==> config.mk <==
export PLATFORM = sky130hd
export DESIGN_NAME = tps_mul
export DESIGN_NICKNAME = d
export VERILOG_FILES = /design/src/sv/tps_mul.sv
export SDC_FILE = /design/constraint.sdc
export NUM_CORES = 2
export LEC_CHECK = 0
export BUFFER_PORTS_ARGS = -buffer_cell sky130_fd_sc_hd__buf_2
export CORE_MARGIN = 2
export CORE_UTILIZATION = 25
export DETAILED_ROUTE_END_ITERATION = 10
export GPL_ROUTABILITY_DRIVEN = 0
export PLACE_DENSITY = 0.36
export SETUP_SLACK_MARGIN = 0.1
export SLEW_MARGIN = 20
export SYNTH_ARGS = -nofsm -noshare
export SYNTH_HDL_FRONTEND = slang
export SYNTH_SLANG_ARGS = --single-unit
export TNS_END_PERCENT = 1
==> constraint.sdc <==
create_clock -name clk -period 10.6 [get_ports clk]
set_input_delay 0.53 -clock clk [delete_from_list [all_inputs] [get_ports clk]]
set_output_delay 0.53 -clock clk [all_outputs]
set_load 0.02 [all_outputs]
==> src/sv/tps_mul.sv <==
`default_nettype none
// shared signed multiplier, product registered
module tps_mul (
    input  wire logic               clk,
    input  wire logic signed [33:0] a,
    input  wire logic signed [33:0] b,
    output logic signed [67:0]      prod
);

    logic signed [67:0] prod_reg;

    always_ff @(posedge clk)
    begin
        prod_reg <= a * b;
    end

    assign prod = prod_reg;

endmodule
`default_nettype wire

## After elaboration in Yosys (flattened, before gate mapping)

Index checks and enable logic that the tools add are counted.

- Flip-flop bits (word level): 68
- Output and inout port bits: 68
- Word-level logic and storage cells: 2

- $mul: 1

Operator list:

| kind | count |
|---|---|
| $mul 34x34->68 | 1 |

## Longest topological paths before layout

- Word-level depth: 1
- Gate-level depth with buffers: 31
- Mapped depth without buffers: 29

## Least setup slack after synthesis

Ideal clock, no wire load.

- Kind: input to register
- From: input a[33]
- To: register prod_reg[65] (netlist: prod[65])
- Setup time: 0.072 ns
- Data arrival time: 7.948 ns
- Required time: 10.528 ns
- Path slack: 2.580 ns
- Stages: 24
- Path buffers: 2
- Cells stage by stage: clkbuf_1 > nand2_1 > inv_1 > fa_1 > fa_1 > fa_1 > fa_1 > inv_1 > fa_1 > fa_1 > fa_1 > fa_1 > inv_1 > ha_1 > clkdlybuf4s50_2 > nand3_1 > or2_2 > nor2_1 > a221oi_1 > o21ai_0 > a31oi_2 > nor2_2 > o41ai_2 > xnor2_1

- Word-level cells in the longest chain between the ends: 1

Ends and longest elaborated chain:

| element | RTL line | text |
|---|---|---|
| start, declared | 5 | `input wire logic signed [33:0] a,` |
| $mul 34x34->68 | 14 | `prod_reg <= a * b;` |
| end signal, assigned | 14 |  |
| end, declared | 10 | `logic signed [67:0] prod_reg;` |

Every way passes these cells.

## Worst setup path in the final report

- From: input b[9]
- To: register prod_reg[65] (netlist: prod[65])

- Word-level cells in the longest chain between the ends: 1

Ends and longest elaborated chain:

| element | RTL line | text |
|---|---|---|
| start, declared | 6 | `input wire logic signed [33:0] b,` |
| $mul 34x34->68 | 14 |  |

Every way passes these cells.

==> results.ini <==
[global_route]
grt.total_usage_pct = 17.4
overflow = 0
use_met1_pct = 23.7
antenna_found_initial = 23
grt_pass1_wl_um = 225000
grt_max_degree = 35
grt_pass1_vias = 33817
use_met2_pct = 30.3
busiest_layer = met2
use_met3_pct = 1.75

[cells_and_area]
syn_to_final_growth_pct = 8.23
final_common_cell = fa_1
nets = 6055
multi_input_area_um2 = 36100
filler_cell_count = 18545
mostFrequentLayoutCells = 1241 x fa_1, 1231 x inv_1, 621 x and2_1, 542 x nand2_1, 204 x ha_1
seq_area_um2 = 1360
drive_gt1_share_pct = 5.54
stdcell_count = 6866
largest_reg_flops = 68

[sta]
fmax_mhz = 116
setup_violations = 0
setup_ws_ps = 1960
min_period_ps = 8640
tns_ps = 0
hold_violations = 0
rsz0062_at_grt = no
slew_headroom_pct = 25.4
finalCritPeriodShare_pct = 81.5
whs_ps = 742
tightest_slew_ps = 1120
drv_slew = 0

[die]
rows = 152
die_w_um = 419
die_h_um = 419
core_um2 = 171000
io_pins = 137
die_area_um2 = 175000
start_util_pct = 25.1

[clock_network]
postCtsSetupBuffers = 0
postCtsHoldBufs = 0
path_clk_slew_ps = 80
cts_max_level = 3
cts_tree = done
cts_repair_resize_count = 0
cts-root-buf = clkbuf_16
cts_buffer_depth = 2
clock-sinks = 68
cts_inserted_buffers = 9

[place]
port_buffers = 136
dpl.cell_count = 6840
hpwlAfterDp_um = 120000
dp_slack_ps = 1500

[worst_setup_path]
cp-end-kind = flop
start_kind = input port
cp_max_fo = 21
cp.arrival_ps = 9000
crit_type = in -> reg
required_ps = 10960

[synthesis]
synth_top_area_cell = fa_1
ys_seq_elements = 68
synth_area_um2 = 43000
avgSynthCellArea_um2 = 9.45
yosysSeqAreaShare_pct = 3.16
async_reset_ff_share_pct = 0
synth_edf_count = 0
synthCells = 4554
yosys_warnings = 0
synth_fp_nets = 6068
synth_top_area_share_pct = 57.7
synth.distinct_cells = 69
netlist_top_cells_area = fa_1 58%, inv_1 11%, and2_1 9.0%
synthFlopType = dfxtp_1

[drt]
drt_pass1_iterations = 5
viasPerCell = 4.20
drc_errors = 0
drt_iter0_drc = 1123
wire_per_inst_um = 21.0
wirelength_um = 144000
via_count = 28867
antenna_left = 0

[status]
status = completed

[hold_path]
whs_path_depth = 2
holdCritPathClass = in -> reg

[job]
maxCapViolCount = 0

==> cells by family (layout without fill, tap and decap cells) <==
| family | count (synthesis) | count (layout) | share of synthesized area (%) |
|---|---|---|---|
| fa+ha+maj | 1445 | 1445 | 63.7 |
| simple gates | 1296 | 1296 | 15.4 |
| buf+inv | 1460 | 1452 | 12.8 |
| other cells | 0 | 10 | 0 |
| flops | 68 | 68 | 3.16 |
| compound gates | 206 | 206 | 3.35 |
| xor+xnor | 79 | 79 | 1.61 |
==> worst max-delay path, stage by stage <==
cell,delay [ps]
buf_2,570
buf_4,460
nand2_1,110
fa_1,490
inv_1,50
fa_1,490
fa_1,520
inv_1,50
fa_1,490
inv_1,60
fa_1,480
fa_1,500
fa_1,510
inv_1,50
fa_1,510
inv_1,50
ha_1,260
buf_4,200
a21oi_1,170
o21ai_1,160
or2_2,370
nor2b_1,630
or4_1,270
o21ai_4,130
a31oi_2,320
nor2_2,90
o41ai_2,230
xnor2_1,160
==> synthesized netlist by cell type (5+ instances only) <==
cell and instances:
dfxtp_1 68, and2_1 621, o21ai_0 31, nand3_1 11, a21o_1 37, a31oi_1 7
fa_1 1241, and3_1 5, ha_1 204, o21bai_1 12, clkbuf_1 214, o21ai_1 7
nor2_1 54, a211oi_1 6, nor3_1 5, xor2_1 23, nand2_1 542, xnor2_1 56
nand4_1 11, a21oi_1 61, nor2b_1 9, inv_1 1231, nand2b_1 20
==> final cells by class <==
class,count,area share [%]
Inverter,1232,9.93
Multi-Input combinational cell,3026,77.6
Clock inverter,6,0.204
Sequential cell,68,2.92
Clock buffer,10,0.513
Timing Repair Buffer,204,2.56
Tap cell,2310,6.21
Antenna cell,10,0.0537
==> metal layers <==
layer  vias up  routed length, µm
li1      12760                  -
met4         8               2160
met2       416              72300
met3       103               4130
met5         -                 48
met1     15580              65800
==> through the flow <==
stage               util [%]  cell area, µm²
floorplan                  -           43000
global placement        27.0           46200
detailed placement      27.0           46200
CTS                     27.2           46500
global route            27.2           46500
finish                  27.2           46600
==> worst paths after layout <==
kind,slack [ps],end,startpoint
max,1960,prod[65],b[9]
min,740,prod[0],b[0]
Power is not shown: default switching activity piles up to over one toggle a cycle in this logic, so the estimate is an artifact.
